File: config.mk
export PLATFORM = sky130hd
export DESIGN_NAME = isoh_cell
export DESIGN_NICKNAME = d
export VERILOG_FILES = /design/src/isovalue_span_histogram_assert.svh /design/src/isoh_pkg.sv /design/src/isoh_cell.sv
export SDC_FILE = /design/constraint.sdc
export NUM_CORES = 1
export LEC_CHECK = 0
export ABC_AREA = 1
export ABC_CLOCK_PERIOD_IN_PS = 5000
export BUFFER_PORTS_ARGS = -buffer_cell sky130_fd_sc_hd__buf_2
export CORE_ASPECT_RATIO = 1.75
export CORE_MARGIN = 2
export CORE_UTILIZATION = 40
export DETAILED_ROUTE_END_ITERATION = 7
export HOLD_SLACK_MARGIN = 0.03
export PLACE_DENSITY = 0.66
export SETUP_SLACK_MARGIN = 0.4
export SLEW_MARGIN = 15
export SYNTH_ARGS = -nofsm -noshare
export SYNTH_HDL_FRONTEND = slang
export SYNTH_SLANG_ARGS = --single-unit
File: constraint.sdc
create_clock -name clk -period 5 [get_ports clk]
set_clock_uncertainty 0.2 [all_clocks]
set_input_delay 0.5 -clock clk [delete_from_list [all_inputs] [get_ports clk]]
set_output_delay 0.5 -clock clk [all_outputs]
set_load 0.01 [all_outputs]
File: src/isovalue_span_histogram_assert.svh
`ifndef ISOVALUE_SPAN_HISTOGRAM_ASSERT_SVH
`define ISOVALUE_SPAN_HISTOGRAM_ASSERT_SVH

// same-cycle implication on clk, quiet while arst_n is low
`define ISOH_ASSERT_NOW(lbl, ante, cons, msg) \
	lbl: assert property (@(posedge clk) disable iff (!arst_n) (ante) |-> (cons)) \
		else $error(msg);

// next-cycle implication on clk, quiet while arst_n is low
`define ISOH_ASSERT_NEXT(lbl, ante, cons, msg) \
	lbl: assert property (@(posedge clk) disable iff (!arst_n) (ante) |=> (cons)) \
		else $error(msg);

`endif

File: src/isoh_pkg.sv
`default_nettype none

package isoh_pkg;

	localparam int MAX_DIM_DEF = 256;
	localparam int HIST_BINS   = 256;

	localparam int VOX_W     = 8;
	localparam int BIN_W     = 8;
	localparam int CMD_W     = 2;
	localparam int CFG_W     = 9;
	localparam int CFG_IDX_W = 2;
	localparam int COUNT_W   = 25;

	localparam logic [COUNT_W-1:0] COUNT_MAX = '1;

	localparam int IN_DATA_W  = VOX_W + BIN_W;
	localparam int OUT_DATA_W = ((2 * COUNT_W + 7) / 8) * 8;

	typedef enum logic [CMD_W-1:0] {
		CMD_PUSH  = 2'd0,
		CMD_READ  = 2'd1,
		CMD_CLEAR = 2'd2,
		CMD_NONE  = 2'd3
	} cmd_t;

	typedef enum logic [CFG_IDX_W-1:0] {
		REG_X_SIZE = 2'd0,
		REG_Y_SIZE = 2'd1,
		REG_Z_SIZE = 2'd2
	} reg_idx_t;

	typedef enum logic [1:0] {
		TOK_ADD,
		TOK_READ,
		TOK_CLEAR
	} tok_kind_t;

	typedef enum logic [1:0] {
		ST_IDLE,
		ST_READ,
		ST_WAIT,
		ST_EMIT
	} fe_state_t;

	// one token walking down the bin chain
	typedef struct packed {
		logic               valid;
		tok_kind_t          kind;
		logic [BIN_W-1:0]   lo;
		logic [BIN_W-1:0]   hi;
		logic [COUNT_W-1:0] cnt;
		logic [COUNT_W-1:0] peak;
	} tok_t;

endpackage

`default_nettype wire

File: src/isoh_cell.sv
`default_nettype none

module isoh_cell #(
	parameter int IDX = 0
) (
	input  logic          clk,
	input  logic          arst_n,
	input  logic          adv,
	input  isoh_pkg::tok_t tok_in,
	output isoh_pkg::tok_t tok_out
);

	import isoh_pkg::*;

	localparam logic [BIN_W-1:0] MY_BIN = BIN_W'(IDX);

	logic [COUNT_W-1:0] count_q;
	tok_t               tok_s1;
	tok_t               tok_nxt;
	logic               hit;

	assign hit = (tok_in.lo <= MY_BIN) && (MY_BIN <= tok_in.hi);

	// a read picks up its bin and folds every bin but bin 0 into the running peak
	always_comb begin
		tok_nxt = tok_in;
		if (tok_in.valid && tok_in.kind == TOK_READ) begin
			if (tok_in.lo == MY_BIN) begin
				tok_nxt.cnt = count_q;
			end
			if ((IDX != 0) && (count_q > tok_in.peak)) begin
				tok_nxt.peak = count_q;
			end
		end
	end

	always_ff @(posedge clk or negedge arst_n) begin
		if (!arst_n) begin
			count_q <= '0;
			tok_s1  <= '0;
		end else if (adv) begin
			tok_s1 <= tok_nxt;
			if (tok_in.valid) begin
				case (tok_in.kind)
					TOK_ADD: begin
						if (hit && count_q != COUNT_MAX) begin
							count_q <= count_q + COUNT_W'(1);
						end
					end
					TOK_CLEAR: count_q <= '0;
					default: ;
				endcase
			end
		end
	end

	assign tok_out = tok_s1;

endmodule

`default_nettype wire

==> results.md, run 1 <==
- GRT overflow: 0
- Worst hold slack: 54.0 ps
- Area leader, netlist: dfrtp_1
- Clk root buf: clkbuf_16
- Layout cell share with drive strength beyond 1: 31.7%
- CTS clk-pin slew, worst paths: around 70 ps
- First-pass GRT wire length: about 19 mm
- I/O pin count: ~140
- Final nets: approximately 730
- Critical path type: input port to flip-flop
- Yosys top cell area share: ~51%
- Syn_nets: ~610
- Synth Area in Compound Gates: between 5 and 6%
- Synth Area in Simple Gates: between 20% and 30%
- Power Dens Cells: between 300 and 400 nW/µm²
- VDD IR-drop max: ~280 µV
- Largest net degree at the start of global routing: 95
- Xor and xnor fraction of the mapped netlist area: less than 1%
- Final Util: between 50% and 60%
- Vias: just over 4000
- Clock period minus worst slack: between 2000 and 3000 ps
- # Post-CTS Setup Buffers: 0
- Synth Flop Type: dfrtp_1
- CP max FO: 26
- Synthesized area: 4580 µm²
- Drt first pass iters: 5
- FFs w/ async S/R, synth: between 90% and 100%
- CP endpoint kind: flip-flop
- Worst setup SP type: input port
- CTS tree: yes
- Hold Vio Cnt, Final: 0
- Routed WL per cell: between 10 and 15 µm
- P_leak: roughly 0.0028 µW
- Flops & latches, synth: 94
- IO buf count: 140
- Die Wd: approximately 85 µm
- Maxcap violations: 0
- Initial DRC Count: 225
- Max clock buf depth: 2
- Rows: between 50 and 60
- Filler cells: around 1100
- Syn Area/Cell: around 8.6 µm²
- Chip height: 146 µm
- Post-synthesis sequential area ratio: between 50% and 60%
- CTS Buf Count: 9
- WL final: between 10 and 15 mm
- Area delta synth->final: 23.1%
- Critical Path AT: between 2000 and 3000 ps
- DR vias/cell: around 5.1
- Distinct cells, synth: 27
- Top post-synthesis cells by area: dfrtp_1, nand2_1, mux2_2
- Status: completed
- Layout Cells excl Fill: approximately 800
- Required time of the critical path: about 5000 ps
- Most common cell in the netlist: nand2_1
- Class of the worst hold path: input port to async pin
- Hold buffer count at CTS: 0
- Period utilization: 58.6%
- # diodes: 0
- Core footprint: approximately 11000 µm²
- Clk Latency, worst-skew pair: ~340 ps
- Initial Util: around two fifths
- Synth Area in Adders: less than 1%
- Gpl congestion: around 0.87
- Slew margin rel.: a little over a third
- Dpl hpwl: 8.63 mm
- Worst-Margin Slew: around 970 ps
- Antenna viol nets, final: 0
- H-Tree Depth: 3
- Fmax: approximately 340 MHz
- Mux contribution to synthesized area: around a tenth
- Setup_tns: 0 ps
- CTS sink cnt: 94
- Fin. max-slew vios: 0
- Post_cts resized: 0
- Placed cell count: between 700 and 800
- RSZ-0062 raised after global routing: false
- Main combinational cell family by area after synthesis: simple AND/OR/NAND/NOR gates
- Top cells by count, synth: nand2_1, dfrtp_1, nor2_1
- PnR worst setup slack: around 2100 ps
- Post-Syn Instances: 533
- Vias in the first global route: around 4000
- GRT Resource Usage Total: 19.1%
- Synth warn: 0
- Initial antenna violation count: 0
- Setup violators final: 0
- Setup WS pre-CTS: around 1700 ps
- Post-synth EDFFs: 0
- Remaining DRCs: 0
- Die ar.: approximately 12000 µm²
==> flip-flops by register name, indices dropped and copies added, names as in the netlist <==
signal,cells
count_q,25
tok_out,69
==> worst max-delay path: stages <==
cell and delay [ps]:
buf_2 100, nor2_1 100, nand2_1 110, nor2_2 740, nand3_1 960, nand2_1 280, a31oi_1 100
==> cell families (layout without fill, tap and decap cells) <==
| family | count (synthesis) | after routing |
|---|---|---|
| AOI/OAI and AO/OA | 44 | 44 |
| xor gates and xnor gates | 1 | 1 |
| adders and majority gates | 1 | 1 |
| buffers and inverters | 52 | 184 |
| DFF | 94 | 94 |
| muxes | 42 | 42 |
| and+or+nand+nor | 299 | 299 |
==> cell type report <==
cell class              count  area, µm²  area share (%)
well taps                 132        165            2.93
inverters                  25       93.8            1.66
repair buffers            143        728            12.9
flip-flops and latches     94       2350            41.7
clock inverters             6       55.1           0.976
clock buffers              10        229            4.06
multi-input cells         387       2020            35.7
==> routing by layer <==
layer / global-route usage [%] / share of wire (%)
met1: 21.7 / 38
met5: 0 / 0
met4: 7.46 / 2.2
met3: 3.46 / 5.5
met2: 34.8 / 54
==> stage by stage <==
| step | instance area [µm²] | total power, µW |
|---|---|---|
| 2_1_floorplan | 4580 | 1000 |
| 5_1_grt | 5640 | 1850 |
| 6_report | 5640 | 1770 |
| 3_3_place_gp | 5360 | 1120 |
| 4_1_cts | 5640 | 1790 |
| 3_5_place_dp | 5360 | 1130 |
==> worst paths after layout <==
check                            start          end  slack, ps  cells past startpoint
min in group clk             tok_in[4]   tok_out[4]        180                      2
hold / removal                  arst_n   tok_out[9]         50                      1
max in group asynchronous       arst_n  tok_out[60]       3630                      2
setup reg to reg            count_q[0]  count_q[11]       2650                     11
setup / recovery            tok_in[63]  tok_out[32]       2070                      7
hold reg to reg            tok_out[22]  tok_out[22]        300                      1
==> placed cells by master, fill, tap and decap left out, types with 2 or more instances in the layout <==
cell type	Yosys	layout
a21oi_1	8	8
a31oi_1	25	25
and2_1	4	4
buf_2	3	138
buf_4	0	5
clkbuf_16	0	9
clkinvlp_4	0	2
dfrtp_1	94	94
inv_1	25	25
inv_8	0	2
mux2_2	42	42
nand2_1	157	157
nand2_2	4	4
nand3_1	16	16
nand3b_1	2	2
nand4_1	25	25
nor2_1	82	82
nor2_2	3	3
nor3_1	2	2
o21ai_0	9	9
==> power breakdown <==
group          switching [µW]  internal (µW)  total [µW]
Clock                     307            347         654
Combinational             137            113         250
Sequential               40.5            823         863
Total                     484           1280        1770
Power figures use the tool's default switching activity.
==> run 2, diff against run 1 <==
- ABC_CLOCK_PERIOD_IN_PS: 5000 -> 2750
- clock period: 5 -> 2.75 ns (I/O delays scaled with it)
==> results.md, run 2 (synthesis gave the netlist of run 1 again) <==
- CTS tree: yes
- Slew margin rel.: 59.0% (+24 points)
- CP Cell Sequence: dlygate4sd3_1, buf_2, nor2_1, nand2_1, nor2_2, nand3_1, buf_4, nand2_1, a31oi_1
- CP endpoint kind: flip-flop
- # diodes: 0 (unchanged)
- I/O pin count: 141 (unchanged)
- Setup violators final: 0 (unchanged)
- Hold-critical path depth: 3
- Critical Path AT: 2170 ps (-750 ps)
- Antenna viol nets, final: 0 (unchanged)
- Power Dens Cells: 519 nW/µm² (+65%)
- Initial Util: 41.0% (unchanged)
- Routed WL per cell: 15.2 µm (+4.6%)
- Reg-to-reg slack, setup: 660 ps (-1990 ps)
- Worst-case reg-to-reg path depth: 11 (unchanged)
- CTS clk-pin slew, worst paths: 60 ps (about the same)
- Initial antenna violation count: 0 (unchanged)
- Core footprint: 11200 µm² (unchanged)
- Vias: 4458 (+8.7%)
- Vias in the first global route: 4566 (+15%)
- Largest net degree at the start of global routing: 96 (+1.1%)
- WL final: 13.2 mm (+14%)
- CTS sink cnt: 94 (unchanged)
- Max stage delay cell, worst path: dlygate4sd3_1
- Final nets: 806 (+10%)
- DR vias/cell: 5.12 (-0.42%)
- Gpl congestion: 0.859 (-1.7%)
- Fmax: approximately 460 MHz
- CTS Buf Count: 9 (unchanged)
- Max reg flops: 69 (unchanged)
- Worst setup SP type: input port
- Period utilization: slightly below 80%
- VDD IR-drop max: 397 µV (+40%)
- Chip height: 146 µm (unchanged)
- Rows: 51 (unchanged)
- # Post-CTS Setup Buffers: 0 (unchanged)
- Critical path type: input port to flip-flop
- Initial DRC Count: 311 (+38%)
- Reg-to-reg endpoint: count_q[21]
- Filler cells: 952 (-12%)
- Dpl hpwl: 8.67 mm (+0.45%)
- Worst-Margin Slew: 613 ps (-356 ps)
- P_leak: 0.00308 µW (+12%)
- Die Wd: 84.9 µm (unchanged)
- Worst reg2reg startpoint: count_q[0]
- Commonest non-fill, non-tap cell in the layout: nand2_1
- Fin. max-slew vios: 0 (unchanged)
- Clk root buf: clkbuf_16
- Hold Vio Cnt, Final: 0 (unchanged)
- CP max FO: 16 (-38%)
- Area delta synth->final: 40.2%
- H-Tree Depth: 3 (unchanged)
- Max clock buf depth: 2 (unchanged)
- Status: completed
- IO buf count: 140 (unchanged)
- GRT overflow: 0 (unchanged)
- Setup_tns: 0 ps (unchanged)
- Die ar.: 12400 µm² (unchanged)
- Crit-path max cell delay: 540 ps (-420 ps)
- RSZ-0062 raised after global routing: false
- Final Util: 57.5% (+7.0 points)
- Worst hold start: tok_in[66]
- Class of the worst hold path: input port to flip-flop
- Maxcap violations: 0 (unchanged)
- Layout cell share with drive strength beyond 1: 29.5% (-2.2 points)
- Clk Latency, worst-skew pair: 340 ps (about the same)
- Hold endpoint: tok_out[66]
- Clock period minus worst slack: between 2000 and 2500 ps
- Most frequent cells in the layout: nand2_1, buf_2, dfrtp_1
- Crit path from: tok_in[63]
- Required time of the critical path: 2750 ps (-2240 ps)
- Remaining DRCs: 0 (unchanged)
- Drt first pass iters: 4 (-1)
- CP most frequent cell: nand2_1
- First-pass GRT wire length: 21.6 mm (+13%)
- GRT Resource Usage Total: 21.2% (+2.1 points)
## run 2: changes by cell type in the layout (fill, tap and decap cells not counted), sizes merged
cell and change:
nand2 +1, buf +4, clkbuf +2, dlygate4sd3 +68, clkinvlp -1, inv -3
clkinv +2
## run 2: what timing repair did
item	CTS	global route
gates resized for setup	0	4
endpoints found under the hold margin	98	0
hold buffers	68	0
setup endpoints to repair	0	25
## run 2: where the power goes
| group | total [µW] | switching [µW] | internal [µW] |
|---|---|---|---|
| logic | 553 | 277 | 276 |
| registers | 1570 | 75.9 | 1500 |
| clock network | 1210 | 517 | 689 |
| total | 3330 | 870 | 2460 |
## run 2: worst max-delay path by stage
stage / to / slack [ps] / cells past startpoint
CTS: count_q[23] / 440 / 9
detailed placement: count_q[13] / 530 / 11
global route: count_q[6] / 460 / 7
floorplan: count_q[10] / 930 / 11
global placement: count_q[24] / 640 / 11
finish: tok_out[43] / 580 / 9
## run 2: metal layers
metal | track usage [%] | wire length (µm) | up-vias
met5 | 0 | 0 | -
met1 | 24.3 | 5240 | 2136
li1 | - | - | 2160
met3 | 3.06 | 615 | 18
met4 | 6.43 | 230 | 0
met2 | 40.0 | 7090 | 144
## run 2: stage by stage
stage	hold slack, ps	worst slack [ps]	power, µW	cell area [µm²]	cells
after floorplan	-221	932	1830	4580	533
after global placement	42.1	637	2050	5410	785
after detailed placement	50.9	533	2060	5410	785
after CTS	46.3	435	3340	6390	869
after global routing	79.6	462	3460	6420	870
final	56.1	581	3330	6420	870
## run 2: final cells by class
type	count	area, µm²	area share, %
Sequential cell	94	2350	36.6
Inverter	25	93.8	1.46
Timing Repair Buffer	215	1460	22.8
Clock inverter	4	30.0	0.467
Multi-Input combinational cell	388	2050	32.0
Clock buffer	12	267	4.15
Tap cell	132	165	2.57
## run 2: worst max-delay path: cells and delay by family
kind	cells	cell delay, ps
simple gates	5	810
buf+inv	3	1010
compound gates	1	70
==> run 3, diff against run 2 <==
- ABC_CLOCK_PERIOD_IN_PS: 2750 -> 2100
- clock period: 2.75 -> 2.1 ns (I/O delays scaled with it)
==> results.md, run 3 (synthesis gave the netlist of run 1 again) <==
- Status: completed
- Initial antenna violation count: 1 (+1)
- CP Cell Sequence: ha_2, nand2_2, nor2_4, nand2_4, nor2_4, nand2_2, nand2_4, nand2_8, buf_8, nand3_1, nand2_1
- Power Dens Cells: 666 nW/µm² (+29%)
- I/O pin count: 141 (unchanged)
- RSZ-0062 raised after global routing: true
- Initial DRC Count: 269 (-14%)
- Hold Vio Cnt, Final: 0 (unchanged)
- Setup violators final: 0 (unchanged)
- Critical path type: flip-flop to flip-flop
- Final nets: 842 (+4.5%)
- WL final: 14.6 mm (+11%)
- Slew margin rel.: 39.8% (-19 points)
- Setup_tns: 0 ps (unchanged)
- CTS clk-pin slew, worst paths: 70 ps (about the same)
- Reg-to-reg slack, setup: 200 ps (-460 ps)
- Clk Latency, worst-skew pair: 340 ps (about the same)
- Max reg flops: 69 (unchanged)
- Clk root buf: clkbuf_16
- Class of the worst hold path: input port to flip-flop
- CTS Buf Count: 9 (unchanged)
- Remaining DRCs: 0 (unchanged)
- CP max FO: 6 (-10)
- Core footprint: 11200 µm² (unchanged)
- Largest net degree at the start of global routing: 66 (-31%)
- Drt first pass iters: 4 (unchanged)
- Vias in the first global route: 4888 (+7.1%)
- Commonest non-fill, non-tap cell in the layout: nand2_1
- VDD IR-drop max: 588 µV (+48%)
- Area delta synth->final: 51.4%
- Antenna viol nets, final: 0 (unchanged)
- Initial Util: 41.0% (unchanged)
- H-Tree Depth: 3 (unchanged)
- Required time of the critical path: 2130 ps (-620 ps)
- Hold-critical path depth: 5 (+2)
- Layout cell share with drive strength beyond 1: 36.6% (+7.1 points)
- Hold endpoint: tok_out[27]
- IO buf count: 140 (unchanged)
- Chip height: 146 µm (unchanged)
- P_leak: 0.00329 µW (+6.8%)
- Worst setup SP type: flip-flop
- Crit-path max cell delay: 360 ps (-180 ps)
- Crit path max-delay family: simple AND/OR/NAND/NOR gates
- Critical Path AT: 1930 ps (-240 ps)
- CTS sink cnt: 94 (unchanged)
- First-pass GRT wire length: 23.4 mm (+8.5%)
- Worst-Margin Slew: 902 ps (+289 ps)
- Worst reg2reg startpoint: count_q[1]
- Dpl hpwl: 9.29 mm (+7.1%)
- Worst hold slack: 190 ps (+134 ps)
- Fmax: around 530 MHz
- Reg-to-reg endpoint: count_q[8]
- Routed WL per cell: 16.2 µm (+6.6%)
- Filler cells: 861 (-9.6%)
- Vias: 4680 (+5.0%)
- Clock period minus worst slack: between 1500 and 2000 ps
- Die ar.: 12400 µm² (unchanged)
- Rows: 51 (unchanged)
- Worst-case reg-to-reg path depth: 11 (unchanged)
- CTS tree: yes
- CP endpoint kind: flip-flop
- Die Wd: 84.9 µm (unchanged)
- DR vias/cell: 5.17 (+0.81%)
- Worst hold start: tok_in[67]
- GRT overflow: 0 (unchanged)
- Maxcap violations: 0 (unchanged)
- Gpl congestion: 0.897 (+4.4%)
- GRT Resource Usage Total: 23.5% (+2.3 points)
- Max clock buf depth: 2 (unchanged)
- Fin. max-slew vios: 0 (unchanged)
- Most frequent cells in the layout: nand2_1, buf_2, dfrtp_1
- Period utilization: approximately nine tenths
- Tot Pwr: 4620 µW (+39%)
- Max stage delay cell, worst path: dfrtp_1
- Crit path buf inv count: 1 (-2)
-- run 3: cell count changes in the layout (fill, tap and decap cells not counted), sizes merged --
cell | previous run | this run
inv | 25 | 27
clkinvlp | 1 | 2
buf | 147 | 179
bufinv | 0 | 2
nand2 | 163 | 164
clkinv | 3 | 0
dlygate4sd3 | 68 | 70
clkbuf | 12 | 10
diode | 0 | 1
-- run 3: power breakdown --
group	switching [µW]	internal [µW]	total, µW
logic	407	416	823
registers	90.6	1960	2050
clock network	703	1040	1750
-- run 3: through the flow --
stage               setup slack (ps)  utilization (%)  cells  area, µm²
finish                           198             62.1    906       6940
global route                     110             62.1    906       6940
CTS                              232             61.0    902       6820
detailed placement              21.4             49.9    806       5580
global placement                91.7             49.9    806       5580
floorplan                        300                -    533       4600
-- run 3: how the worst max path moves through the flow --
stage,startpoint,slack [ps],endpoint,cells past startpoint
global route,count_q[1],110,count_q[1],11
floorplan,count_q[0],300,count_q[10],12
detailed placement,count_q[1],20,count_q[16],10
finish,count_q[1],200,count_q[8],11
global placement,count_q[1],90,count_q[18],10
CTS,count_q[0],230,count_q[6],11
-- run 3: layout make-up --
type	count	area (µm²)	share of cell area (%)
clock buffer	9	225	3.25
multi-input combinational	389	2210	31.9
sequential	94	2360	34.0
antenna	1	2.50	0.0361
tap	132	165	2.38
timing repair buffer	250	1790	25.8
clock inverter	6	92.6	1.34
inverter	25	93.8	1.35
-- run 3: tightest hold or removal path, stage by stage --
cell and delay, ps:
buf_2 100, nor2_1 60, buf_4 160, nand4_1 90, a31oi_1 70
-- run 3: repair_timing --
action                                  in CTS  in global routing
gates cloned                                 3                  1
hold buffers                                70                  0
buffers inserted                             8                  2
resized for setup                           25                 23
endpoints found under the setup margin      25                 25
pin swaps                                   10                 19
hold endpoints to repair                   109                  0
-- run 3: per-layer routing --
metal	track usage, %	share of wire (%)	up-vias
li1	-	-	2238
met1	24.0	35	2243
met2	44.9	56	165
met3	4.93	5.9	34
met4	9.76	3.0	0
met5	0	0	-
